File: src/rtl/wvt_pkg.sv
// ----------------------------------------------------------------------------
// wvt_pkg
// Shared types, constants and fixed-point helpers for the wireframe vertex
// transform unit.
// ----------------------------------------------------------------------------
package wvt_pkg;

  localparam int COORD_W    = 32;
  localparam int WIDE_W     = 64;
  localparam int TRIG_W     = 16;
  localparam int COLOR_W    = 24;
  localparam int INDEX_W    = 10;
  localparam int HEIGHT_W   = 16;
  localparam int SCALE_W    = 8;
  localparam int OFFS_W     = 16;
  localparam int SCREEN_W   = 16;
  localparam int CFG_DATA_W = 32;
  localparam int CFG_IDX_W  = 3;

  // Height gain is Q4.12
  localparam int unsigned ZGAIN_FRAC = 12;

  // cos(30 deg) with 30 fraction bits, rounded to nearest at the trig precision later
  localparam longint COS30_Q30 = 64'd929887697;

  typedef logic signed [COORD_W-1:0] coord_t;
  typedef logic signed [WIDE_W-1:0]  wide_t;

  localparam wide_t COORD_MAX = 64'sh0000_0000_7FFF_FFFF;
  localparam wide_t COORD_MIN = 64'shFFFF_FFFF_8000_0000;

  typedef enum logic [CFG_IDX_W-1:0] {
    REG_SCALE       = 3'd0,
    REG_PRE_OFFSET  = 3'd1,
    REG_Z_GAIN      = 3'd2,
    REG_ROT_X       = 3'd3,
    REG_ROT_Y       = 3'd4,
    REG_ROT_Z       = 3'd5,
    REG_PROJ_MODE   = 3'd6,
    REG_POST_OFFSET = 3'd7
  } cfg_reg_e;

  // Configuration as seen by the datapath (signed halves cast at use)
  typedef struct packed {
    logic [SCALE_W-1:0] scale;
    logic [OFFS_W-1:0]  pre_x;
    logic [OFFS_W-1:0]  pre_y;
    logic [TRIG_W-1:0]  z_gain;
    logic [TRIG_W-1:0]  rx_sin;
    logic [TRIG_W-1:0]  rx_cos;
    logic [TRIG_W-1:0]  ry_sin;
    logic [TRIG_W-1:0]  ry_cos;
    logic [TRIG_W-1:0]  rz_sin;
    logic [TRIG_W-1:0]  rz_cos;
    logic               proj_iso;
    logic [OFFS_W-1:0]  post_x;
    logic [OFFS_W-1:0]  post_y;
  } cfg_t;

  // Arithmetic shift right that truncates toward zero
  function automatic wide_t trunc_shr(wide_t v, int unsigned sh);
    wide_t bias;
    bias = v[WIDE_W-1] ? ((wide_t'(1) <<< sh) - wide_t'(1)) : '0;
    return (v + bias) >>> sh;
  endfunction

  // Clamp to the signed 32-bit coordinate range
  function automatic coord_t sat_coord(wide_t v);
    coord_t r;
    if (v > COORD_MAX) begin
      r = COORD_MAX[COORD_W-1:0];
    end else if (v < COORD_MIN) begin
      r = COORD_MIN[COORD_W-1:0];
    end else begin
      r = v[COORD_W-1:0];
    end
    return r;
  endfunction

endpackage

File: src/rtl/wvt_project.sv
// ----------------------------------------------------------------------------
// wvt_project
// Optional isometric projection, post-offset and 16-bit clamp of the screen
// point. Four register stages, the last one drives the result ports.
// ----------------------------------------------------------------------------
module wvt_project #(
  parameter int FRAC = 14
) (
  input  logic                                 clk_i,
  input  logic                                 rst_ni,
  input  wvt_pkg::cfg_t                        cfg_i,
  input  logic                                 valid_i,
  input  wvt_pkg::coord_t                      x_i,
  input  wvt_pkg::coord_t                      y_i,
  input  wvt_pkg::coord_t                      z_i,
  input  logic        [wvt_pkg::COLOR_W-1:0]   color_i,
  output logic                                 valid_o,
  output logic signed [wvt_pkg::SCREEN_W-1:0]  screen_x_o,
  output logic signed [wvt_pkg::SCREEN_W-1:0]  screen_y_o,
  output logic        [wvt_pkg::COLOR_W-1:0]   color_o
);

  localparam int     SUM_W     = wvt_pkg::COORD_W + 1;
  localparam int     ISO_W     = SUM_W + FRAC + 1;
  localparam longint ISO_COS30 = (((wvt_pkg::COS30_Q30 * 2) >> (30 - FRAC)) + 1) >> 1;
  localparam logic signed [ISO_W-1:0] C30_K = ISO_W'(ISO_COS30);
  localparam logic signed [SUM_W-1:0] SCR_MAX = 33'sh0_0000_7FFF;
  localparam logic signed [SUM_W-1:0] SCR_MIN = 33'sh1_FFFF_8000;

  logic                         v1_q, v2_q, v3_q, v4_q;
  logic signed [SUM_W-1:0]      dif1_q, sum1_q;
  wvt_pkg::coord_t              x1_q, y1_q, z1_q, x2_q, y2_q, z2_q, x3_q, y3_q;
  logic [wvt_pkg::COLOR_W-1:0]  c1_q, c2_q, c3_q, c4_q;
  logic signed [ISO_W-1:0]      prod2_q;
  wvt_pkg::wide_t               half_d;
  logic signed [SUM_W-1:0]      half2_q;
  wvt_pkg::coord_t              iso_x, iso_y;
  logic signed [SUM_W-1:0]      px, py;
  logic signed [wvt_pkg::SCREEN_W-1:0] sx_d, sy_d, sx_q, sy_q;

  // Advance valid bits
  always_ff @(posedge clk_i or negedge rst_ni) begin
    if (!rst_ni) begin
      v1_q <= 1'b0;
      v2_q <= 1'b0;
      v3_q <= 1'b0;
      v4_q <= 1'b0;
    end else begin
      v1_q <= valid_i;
      v2_q <= v1_q;
      v3_q <= v2_q;
      v4_q <= v3_q;
    end
  end

  // Stage 1: difference and sum of x and y
  always_ff @(posedge clk_i) begin
    dif1_q <= SUM_W'(x_i) - SUM_W'(y_i);
    sum1_q <= SUM_W'(x_i) + SUM_W'(y_i);
    x1_q   <= x_i;
    y1_q   <= y_i;
    z1_q   <= z_i;
    c1_q   <= color_i;
  end

  // sin30 is one half: the y term is the sum halved toward zero
  assign half_d = wvt_pkg::trunc_shr(wvt_pkg::WIDE_W'(sum1_q), 1);

  // Stage 2: cos30 product and halved sum
  always_ff @(posedge clk_i) begin
    prod2_q <= ISO_W'(dif1_q) * C30_K;
    half2_q <= half_d[SUM_W-1:0];
    x2_q    <= x1_q;
    y2_q    <= y1_q;
    z2_q    <= z1_q;
    c2_q    <= c1_q;
  end

  // Isometric coordinates
  always_comb begin
    iso_x = wvt_pkg::sat_coord(wvt_pkg::trunc_shr(wvt_pkg::WIDE_W'(prod2_q), FRAC));
    iso_y = wvt_pkg::sat_coord(wvt_pkg::WIDE_W'(half2_q) - wvt_pkg::WIDE_W'(z2_q));
  end

  // Stage 3: select view
  always_ff @(posedge clk_i) begin
    x3_q <= cfg_i.proj_iso ? iso_x : x2_q;
    y3_q <= cfg_i.proj_iso ? iso_y : y2_q;
    c3_q <= c2_q;
  end

  // Add post-offset and clamp to the screen range
  always_comb begin
    px = SUM_W'(x3_q) + SUM_W'($signed(cfg_i.post_x));
    py = SUM_W'(y3_q) + SUM_W'($signed(cfg_i.post_y));
    if (px > SCR_MAX) begin
      sx_d = SCR_MAX[wvt_pkg::SCREEN_W-1:0];
    end else if (px < SCR_MIN) begin
      sx_d = SCR_MIN[wvt_pkg::SCREEN_W-1:0];
    end else begin
      sx_d = px[wvt_pkg::SCREEN_W-1:0];
    end
    if (py > SCR_MAX) begin
      sy_d = SCR_MAX[wvt_pkg::SCREEN_W-1:0];
    end else if (py < SCR_MIN) begin
      sy_d = SCR_MIN[wvt_pkg::SCREEN_W-1:0];
    end else begin
      sy_d = py[wvt_pkg::SCREEN_W-1:0];
    end
  end

  // Stage 4: output register
  always_ff @(posedge clk_i) begin
    sx_q <= sx_d;
    sy_q <= sy_d;
    c4_q <= c3_q;
  end

  assign valid_o    = v4_q;
  assign screen_x_o = sx_q;
  assign screen_y_o = sy_q;
  assign color_o    = c4_q;

endmodule

File: config.mk
export PLATFORM = sky130hd
export DESIGN_NAME = wvt_project
export DESIGN_NICKNAME = d
export VERILOG_FILES = /design/src/rtl/wvt_pkg.sv /design/src/rtl/wvt_project.sv
export SDC_FILE = /design/constraint.sdc
export NUM_CORES = 1
export LEC_CHECK = 0
export BUFFER_PORTS_ARGS = -buffer_cell sky130_fd_sc_hd__buf_2
export CAP_MARGIN = 20
export CORE_ASPECT_RATIO = 1.1
export CORE_MARGIN = 2
export CORE_UTILIZATION = 61
export CTS_CLUSTER_DIAMETER = 30
export DETAILED_ROUTE_END_ITERATION = 6
export HOLD_SLACK_MARGIN = 0.03
export PLACE_DENSITY = 0.95
export SLEW_MARGIN = 20
export SYNTH_ARGS = -nofsm -noshare
export SYNTH_HDL_FRONTEND = slang
export SYNTH_SLANG_ARGS = --single-unit
File: constraint.sdc
create_clock -name clk_i -period 13.4 [get_ports clk_i]
set_input_delay 0.67 -clock clk_i [delete_from_list [all_inputs] [get_ports clk_i]]
set_output_delay 0.67 -clock clk_i [all_outputs]
set_load 0.01 [all_outputs]
==> qor.yml <==
fmax_ghz: 0.138
postSynthNetCount: 4154
synth_area_leader_cell: "dfxtp_1"
tightest_slew_ns: 1.10
hp-class: "input port to flop"
drt-initial-drc-count: 3142
grt_pass1_vias: 27700
rsz0062_at_grt: "no"
largest_register_ffs: 48
num_vias: 26900
finalCriticalPeriod_ns: 7.27
drive_above_1_share: 0.111
syn-cell-area_sq_um: 32000
tns_ns: 0
status: "finished, violations left"
cts_tree: "built"
dieHeight_um: 244
drv_slew: 0
start_util: 0.614
area_growth_pct: 15.2
syn-mean-instance-area_sq_um: 9.81
synth_common_cells: "dfxtp_1 (530), inv_1 (524), ha_1 (333)"
cts_buffers: 86
ctsLongestPathBuffers: 3
hold_violations: 0
critPathArrivalTime_ns: 7.80
critPathLaunchType: "flop"
synthArstFlopShare: 0.00749
top_register: "prod2_q"
core_area_sq_um: 52200
reg_top3: "prod2_q x48, half2_q x33, sum1_q x33"
yosysWarnings: 0
clk_pin_slew_ns: 0.07
fp.dieArea_sq_um: 54400
cts_max_level: 3
violations: "design-rule violations"
nets: 4394
finClkSkew_ns: 0.0437
globalRoute.totalOverflow: 0
crit_fanout: 4
hpwlAfterDp_um: 63800
num-fill-cells: 3189
synth_seq_cells: 534
synth_edf_count: 0
grt_pass1_wl_um: 146000
drt_wl_total_um: 95000
antenna_left: 0
io_pins: 365
hold_slack_ns: 0.102
vias_per_cell: 6.30
port_buffers: 212
grt_antenna_before_repair: 20
crit_type: "flop to flop"
drc: 3
worstPathRequired_ns: 13.93
cts_root_buffer: "clkbuf_16"
syn_inst: 3264
end_kind: "flop"
synth_top_area_share: 0.331
final.period_utilization: 0.543
slew_headroom: 0.261
grt_max_degree: 47
setup_viol_count_final: 0
yosysSeqAreaShare: 0.334
synthTopCellsByArea: "dfxtp_1 (33%), fa_1 (16%), ha_1 (13%), inv_1 (6.1%), xnor2_1 (4.5%)"
cts_resized: 0
synth_ff_type: "dfxtp_1"
wl_per_cell_um: 22.3
synthMostInstantiatedCell: "dfxtp_1"
track_usage: 0.343
routabilityCongestion: 0.947
drv_cap: 0
fp.dieW_um: 222
clock-sinks: 534
yosysUniqueCellTypes: 78
row_count: 88
cts_setup_buffers: 0
firstDrtPassIters: 7
clock_latency_ns: 0.66
[per-stage QoR]
| step | instances | util | setup slack, ns | cell area [sq um] |
|---|---|---|---|---|
| floorplan | 3264 | - | 7.40 | 32000 |
| global placement | 4090 | 0.646 | 6.64 | 33700 |
| detailed placement | 4090 | 0.646 | 6.40 | 33700 |
| CTS | 4248 | 0.706 | 6.31 | 36800 |
| global route | 4252 | 0.706 | 5.95 | 36900 |
| finish | 4262 | 0.707 | 6.13 | 36900 |
[path summary, 6_finish.rpt]
kind,endpoint,depth (start not counted),slack (ns),startpoint
max in group asynchronous,valid_o,2,12.92,rst_ni
worst max register to register,prod2_q[44],21,6.13,dif1_q[11]
min in group asynchronous,v1_q,2,0.35,rst_ni
worst min register to register,x2_q[31],0,0.31,x1_q[31]
worst min-delay path,c1_q[12],1,0.10,color_i[12]
worst max-delay path,prod2_q[44],21,6.13,dif1_q[11]
[layer usage]
metal	vias up	GRT usage	share of wire
li1	11500	-	-
met1	12700	0.384	0.35
met2	1990	0.568	0.47
met3	660	0.0936	0.10
met4	20	0.243	0.080
met5	-	0	0.0014
[critical path, cell delays in order (launching register included)]
cell       delay, ns
dfxtp_1         0.43
ha_1            0.30
inv_1           0.17
fa_1            0.47
fa_1            0.52
inv_1           0.05
fa_1            0.49
fa_1            0.56
inv_1           0.06
fa_1            0.50
inv_1           0.04
ha_1            0.34
a21oi_1         0.31
nand2b_1        0.09
a21oi_1         0.25
o211ai_1        0.20
a211oi_1        0.77
nor2_1          0.26
o2111ai_1       0.47
a211oi_1        0.20
or2_2           0.36
o311ai_0        0.31
[repair_timing]
item	4_1_cts	5_1_grt
hold endpoints to repair	4	0
hold buffers	1	0
endpoints found under the setup margin	0	0
[kinds of logic after synthesis]
family,after synthesis,synth area share
buffers and inverters,594,0.0701
xor gates and xnor gates,253,0.0692
muxes,8,0.00262
DFF,534,0.334
AOI/OAI and AO/OA,708,0.148
adders and majority gates,589,0.288
and+or+nand+nor,578,0.0874
[cell usage in the layout, fill, tap and decap left out, types with 105 or more instances in the layout]
cell type,instances
a21o_1,106
a21oi_1,189
buf_2,212
dfxtp_1,530
fa_1,249
ha_1,333
inv_1,524
nand2_1,141
nor2_1,153
o21ai_0,105
xnor2_1,165
[area by class of cell]
type / count / area [sq um] / share of cell area
Antenna cell: 14 / 35.0 / 0.000950
Multi-Input combinational cell: 2136 / 19100 / 0.518
Clock inverter: 58 / 827 / 0.0224
Clock buffer: 99 / 2280 / 0.0618
Tap cell: 675 / 845 / 0.0229
Inverter: 527 / 1980 / 0.0536
Timing Repair Buffer: 219 / 1120 / 0.0303
Sequential cell: 534 / 10700 / 0.290
Power is left out: the tool's default activity adds up to more than one toggle a clock period on the data nets, which glitch-free logic cannot reach.
