`config.mk`:
```
export PLATFORM = sky130hd
export DESIGN_NAME = wvt_prep
export DESIGN_NICKNAME = d
export VERILOG_FILES = /design/src/rtl/wvt_pkg.sv /design/src/rtl/wvt_prep.sv
export SDC_FILE = /design/constraint.sdc
export NUM_CORES = 2
export LEC_CHECK = 0
export BUFFER_PORTS_ARGS = -buffer_cell sky130_fd_sc_hd__buf_4
export CAP_MARGIN = 5
export CORE_AREA = 2 2 283 215
export CTS_CLUSTER_DIAMETER = 60
export DETAILED_ROUTE_END_ITERATION = 6
export DIE_AREA = 0 0 285 217
export GPL_ROUTABILITY_DRIVEN = 0
export PLACE_DENSITY = 0.75
export SETUP_SLACK_MARGIN = 0.02
export SLEW_MARGIN = 20
export SYNTH_ARGS = -nofsm -noshare
export SYNTH_HDL_FRONTEND = slang
export SYNTH_SLANG_ARGS = --single-unit
```
`constraint.sdc`:
```
create_clock -name clk_i -period 7.8 [get_ports clk_i]
set_clock_uncertainty 0.1 [all_clocks]
set_input_delay 0.39 -clock clk_i [delete_from_list [all_inputs] [get_ports clk_i]]
set_output_delay 0.39 -clock clk_i [all_outputs]
set_load 0.1 [all_outputs]
```
`src/rtl/wvt_pkg.sv`:
```
// ----------------------------------------------------------------------------
// wvt_pkg
// Shared types, constants and fixed-point helpers for the wireframe vertex
// transform unit.
// ----------------------------------------------------------------------------
package wvt_pkg;

  localparam int COORD_W    = 32;
  localparam int WIDE_W     = 64;
  localparam int TRIG_W     = 16;
  localparam int COLOR_W    = 24;
  localparam int INDEX_W    = 10;
  localparam int HEIGHT_W   = 16;
  localparam int SCALE_W    = 8;
  localparam int OFFS_W     = 16;
  localparam int SCREEN_W   = 16;
  localparam int CFG_DATA_W = 32;
  localparam int CFG_IDX_W  = 3;

  // Height gain is Q4.12
  localparam int unsigned ZGAIN_FRAC = 12;

  // cos(30 deg) with 30 fraction bits, rounded to nearest at the trig precision later
  localparam longint COS30_Q30 = 64'd929887697;

  typedef logic signed [COORD_W-1:0] coord_t;
  typedef logic signed [WIDE_W-1:0]  wide_t;

  localparam wide_t COORD_MAX = 64'sh0000_0000_7FFF_FFFF;
  localparam wide_t COORD_MIN = 64'shFFFF_FFFF_8000_0000;

  typedef enum logic [CFG_IDX_W-1:0] {
    REG_SCALE       = 3'd0,
    REG_PRE_OFFSET  = 3'd1,
    REG_Z_GAIN      = 3'd2,
    REG_ROT_X       = 3'd3,
    REG_ROT_Y       = 3'd4,
    REG_ROT_Z       = 3'd5,
    REG_PROJ_MODE   = 3'd6,
    REG_POST_OFFSET = 3'd7
  } cfg_reg_e;

  // Configuration as seen by the datapath (signed halves cast at use)
  typedef struct packed {
    logic [SCALE_W-1:0] scale;
    logic [OFFS_W-1:0]  pre_x;
    logic [OFFS_W-1:0]  pre_y;
    logic [TRIG_W-1:0]  z_gain;
    logic [TRIG_W-1:0]  rx_sin;
    logic [TRIG_W-1:0]  rx_cos;
    logic [TRIG_W-1:0]  ry_sin;
    logic [TRIG_W-1:0]  ry_cos;
    logic [TRIG_W-1:0]  rz_sin;
    logic [TRIG_W-1:0]  rz_cos;
    logic               proj_iso;
    logic [OFFS_W-1:0]  post_x;
    logic [OFFS_W-1:0]  post_y;
  } cfg_t;

  // Arithmetic shift right that truncates toward zero
  function automatic wide_t trunc_shr(wide_t v, int unsigned sh);
    wide_t bias;
    bias = v[WIDE_W-1] ? ((wide_t'(1) <<< sh) - wide_t'(1)) : '0;
    return (v + bias) >>> sh;
  endfunction

  // Clamp to the signed 32-bit coordinate range
  function automatic coord_t sat_coord(wide_t v);
    coord_t r;
    if (v > COORD_MAX) begin
      r = COORD_MAX[COORD_W-1:0];
    end else if (v < COORD_MIN) begin
      r = COORD_MIN[COORD_W-1:0];
    end else begin
      r = v[COORD_W-1:0];
    end
    return r;
  endfunction

endpackage

```
`src/rtl/wvt_prep.sv`:
```
// ----------------------------------------------------------------------------
// wvt_prep
// Scales grid indices and height, removes the pre-offset and applies the
// height gain. Three register stages.
// ----------------------------------------------------------------------------
module wvt_prep #(
  parameter int GRID_SIZE = 1024
) (
  input  logic                                 clk_i,
  input  logic                                 rst_ni,
  input  wvt_pkg::cfg_t                        cfg_i,
  input  logic                                 valid_i,
  input  logic        [wvt_pkg::INDEX_W-1:0]   col_index_i,
  input  logic        [wvt_pkg::INDEX_W-1:0]   row_index_i,
  input  logic signed [wvt_pkg::HEIGHT_W-1:0]  height_i,
  input  logic        [wvt_pkg::COLOR_W-1:0]   color_i,
  output logic                                 valid_o,
  output wvt_pkg::coord_t                      x_o,
  output wvt_pkg::coord_t                      y_o,
  output wvt_pkg::coord_t                      z_o,
  output logic        [wvt_pkg::COLOR_W-1:0]   color_o
);

  localparam int POS_W  = wvt_pkg::INDEX_W + wvt_pkg::SCALE_W;
  localparam int HSF_W  = wvt_pkg::HEIGHT_W + wvt_pkg::SCALE_W + 1;
  localparam int ZP_W   = HSF_W + wvt_pkg::TRIG_W;
  localparam logic [16:0] GRID_MAX = 17'(GRID_SIZE - 1);

  logic [wvt_pkg::INDEX_W-1:0] col_lim, row_lim;

  logic                         v1_q, v2_q, v3_q;
  logic [POS_W-1:0]             colsf_q, rowsf_q;
  logic signed [HSF_W-1:0]      hsf_q;
  logic [wvt_pkg::COLOR_W-1:0]  c1_q, c2_q, c3_q;
  wvt_pkg::coord_t              x2_q, y2_q, x3_q, y3_q, z3_q;
  logic signed [ZP_W-1:0]       zp_q;

  // Clamp indices to the grid
  always_comb begin
    col_lim = ({7'd0, col_index_i} > GRID_MAX) ? GRID_MAX[wvt_pkg::INDEX_W-1:0] : col_index_i;
    row_lim = ({7'd0, row_index_i} > GRID_MAX) ? GRID_MAX[wvt_pkg::INDEX_W-1:0] : row_index_i;
  end

  // Advance valid bits
  always_ff @(posedge clk_i or negedge rst_ni) begin
    if (!rst_ni) begin
      v1_q <= 1'b0;
      v2_q <= 1'b0;
      v3_q <= 1'b0;
    end else begin
      v1_q <= valid_i;
      v2_q <= v1_q;
      v3_q <= v2_q;
    end
  end

  // Stage 1: scale indices and height
  always_ff @(posedge clk_i) begin
    colsf_q <= POS_W'(col_lim) * POS_W'(cfg_i.scale);
    rowsf_q <= POS_W'(row_lim) * POS_W'(cfg_i.scale);
    hsf_q   <= HSF_W'(height_i) * $signed({{(HSF_W-wvt_pkg::SCALE_W){1'b0}}, cfg_i.scale});
    c1_q    <= color_i;
  end

  // Stage 2: remove pre-offset, apply height gain
  always_ff @(posedge clk_i) begin
    x2_q <= $signed({{(wvt_pkg::COORD_W-POS_W){1'b0}}, colsf_q})
            - wvt_pkg::COORD_W'($signed(cfg_i.pre_x));
    y2_q <= $signed({{(wvt_pkg::COORD_W-POS_W){1'b0}}, rowsf_q})
            - wvt_pkg::COORD_W'($signed(cfg_i.pre_y));
    zp_q <= ZP_W'(hsf_q) * ZP_W'($signed(cfg_i.z_gain));
    c2_q <= c1_q;
  end

  // Stage 3: drop the gain fraction bits
  always_ff @(posedge clk_i) begin
    x3_q <= x2_q;
    y3_q <= y2_q;
    z3_q <= wvt_pkg::sat_coord(wvt_pkg::trunc_shr(wvt_pkg::WIDE_W'(zp_q),
                                                  wvt_pkg::ZGAIN_FRAC));
    c3_q <= c2_q;
  end

  assign valid_o = v3_q;
  assign x_o     = x3_q;
  assign y_o     = y3_q;
  assign z_o     = z3_q;
  assign color_o = c3_q;

endmodule

```
==> metrics.yaml <==
overflow: 0
core_region_area_mm2: 0.0595
hold_start: "cfg_i[129]"
netlist_top_cells_area: "fa_1 37%, dfxtp_1 18%, ha_1 11%"
antenna_found_initial: 2
setup_tns_ns: 0
critPathMostFrequentCell: "fa_1"
end_kind: "register"
fill_cells: 5083
synth_top_cell_area_share_pct: 36.6
ys.flop_type: "dfxtp_1"
path_buf_inv: 5
cts-hold-fix-buffers: 35
cts_buffers: 31
r2r_slack_ns: 0.78
grt_pass1_vias: 24100
initial_core_util_pct: 54.1
clk_latency_ns: 0.60
status: "finished with violations"
hold_viol: 0
maxCapViolations: 0
min_path_cells: 2
synth-edff-count: 0
yosysMostFrequentCell: "inv_1"
drt-total-wl_um: 68900
synth_top_cell_by_area: "fa_1"
synth_warnings: 0
slew_headroom_pct: 43.3
dieWidth_um: 285
ff2ff_path_depth: 21
min_path_type: "input port to register"
die_h_um: 217
path_clk_slew_ns: 0.06
synthTopCellsByCount: "757 x inv_1, 588 x fa_1, 395 x nand2_1"
cts_tree: "done"
dp_hpwl_um: 54400
cp_cell_sequence: "nand2_1 > fa_1 > fa_1 > inv_1 > fa_1 > fa_1 > fa_1 > inv_1 > fa_1 > inv_1 > ha_1 > a21oi_1 > o21ai_0 > inv_1 > a211oi_1 > o221ai_1 > buf_4 > o211a_1 > o21bai_1 > a21oi_1 > xnor2_1"
grt_max_degree: 37
synthCells: 3405
htree_levels: 1
vias: 22500
synth_nets: 4516
setup_viol: 0
critPathSlowestCell: "dfxtp_1"
cp_max_fo: 16
drt_iter0_markers: 1117
crit-reg2reg-launch: "hsf_q[11]"
track_usage_pct: 23.8
cts_root_buffer: "clkbuf_16"
cp.required_ns: 8.18
clk_path_buf_depth: 3
crit_type: "register to register"
cts_resized: 0
min_to: "zp_q[0]"
final.min_clock_period_ns: 7.02
antenna-diode-count: 0
r2r_end: "zp_q[31]"
final_antenna_net_count: 0
holdWs_ns: 0.120
drt-pass1-iter-count: 7
ys_ff_latch: 288
routedWlPerCell_um: 15.6
syn_area_mm2: 0.0322
cts_setup_buffers: 0
critPathMaxStageDelay_ns: 0.78
violations: "design-rule violations"
area_growth_pct: 12.0
io_buffers: 239
vias_per_cell: 5.07
synth-seq-area-share_pct: 18.0
cp-start-kind: "register"
syn_avg_cell_area_um2: 9.45
clkSinkCount: 288
path_depth: 21
timing.final.crit_share_pct: 90.0
tightest_slew_ns: 0.850
max_freq_ghz: 0.142
cp.arrival_ns: 7.40
post-route-drc-count: 1
die_area_mm2: 0.0618
crit_family: "adder cells"
ios: 369
rows: 78
rsz0062_at_grt: "false"
synth.distinct_cells: 68
drive_above_1_share_pct: 8.86
slew_violations: 0
grt_pass1_wl_um: 120000
ys_async_sr_fraction_pct: 1.04
nets: 4719
-- registers in the layout, indices dropped and copies added, names as in the netlist --
signal	count
v2_q	1
y2_q	20
colsf_q	18
rowsf_q	18
color_o	24
z_o	31
zp_q	41
x2_q	20
hsf_q	25
x_o	20
v1_q	1
c2_q	24
c1_q	24
valid_o	1
y_o	20
-- cell type report --
type | count | area [um^2] | area share [%]
clock inverters | 23 | 324 | 0.899
flip-flops and latches | 288 | 5780 | 16.0
multi-input cells | 2243 | 23000 | 63.9
clock buffers | 35 | 821 | 2.28
repair buffers | 286 | 2230 | 6.20
well taps | 800 | 1000 | 2.78
inverters | 758 | 2850 | 7.90
-- kinds of logic after synthesis --
| family | after synthesis | synth area share (%) |
|---|---|---|
| simple gates | 979 | 15.0 |
| xor+xnor | 145 | 3.95 |
| buf+inv | 874 | 10.5 |
| fa+ha+maj | 863 | 47.3 |
| compound gates | 255 | 5.27 |
| mux | 1 | 0.0311 |
| flops | 288 | 18.0 |
-- worst register-to-register path: stages (launching register included) --
cell and delay [ns]:
dfxtp_1 0.78, nand2_1 0.19, fa_1 0.53, fa_1 0.55, inv_1 0.06, fa_1 0.49, fa_1 0.50, fa_1 0.49
inv_1 0.05, fa_1 0.47, inv_1 0.04, ha_1 0.39, a21oi_1 0.15, o21ai_0 0.28, inv_1 0.12, a211oi_1 0.46
o221ai_1 0.41, buf_4 0.28, o211a_1 0.20, o21bai_1 0.14, a21oi_1 0.09, xnor2_1 0.14
-- worst max-delay path by stage --
stage	startpoint	to
floorplan	cfg_i[130]	zp_q[39]
global placement	hsf_q[10]	zp_q[31]
detailed placement	hsf_q[11]	zp_q[31]
CTS	hsf_q[12]	zp_q[31]
global route	hsf_q[11]	zp_q[31]
finish	hsf_q[11]	zp_q[31]
-- placed cells by master, fill, tap and decap left out, drive strengths merged, types with 5 or more instances in the layout --
cell type	synthesis	final
dfxtp	285	285
ha	275	275
xor2	31	31
or2	5	5
a31o	5	5
and2	332	332
nand3	30	30
nor3	29	29
a21boi	7	7
a211oi	14	14
o21bai	12	12
clkbuf	88	35
inv	757	761
clkinv	1	12
a31oi	7	7
a21o	26	26
or3	11	11
o21a	17	17
dlygate4sd3	0	35
o21ai	44	44
buf	28	251
o211ai	6	6
xnor2	114	114
nand2b	21	21
nand2	395	395
a21oi	74	74
nor2	99	99
fa	588	588
nor2b	20	20
and3	7	7
nand4	11	11
o31ai	5	5
nor4	6	6
bufinv	0	5
-- per-layer routing --
metal  routed length [um]  vias to the layer above  track usage [%]
met2                32500                      582             39.8
met1                31200                    11200             33.4
li1                     -                    10600                -
met5                    0                        -                0
met4                 1240                        0             4.96
met3                 3990                       92             3.04
-- metrics by stage --
stage | utilization [%] | instance area [um^2] | cells | setup slack (ns)
2_1_floorplan | - | 32200 | 3405 | 1.62
3_3_place_gp | 58.0 | 34500 | 4340 | 0.966
3_5_place_dp | 58.0 | 34500 | 4340 | 0.865
4_1_cts | 60.5 | 36000 | 4433 | 0.854
5_1_grt | 60.5 | 36000 | 4433 | 0.565
6_report | 60.5 | 36000 | 4433 | 0.781
Power is not shown: default switching activity piles up to over one toggle a cycle in this logic, so the estimate is an artifact.
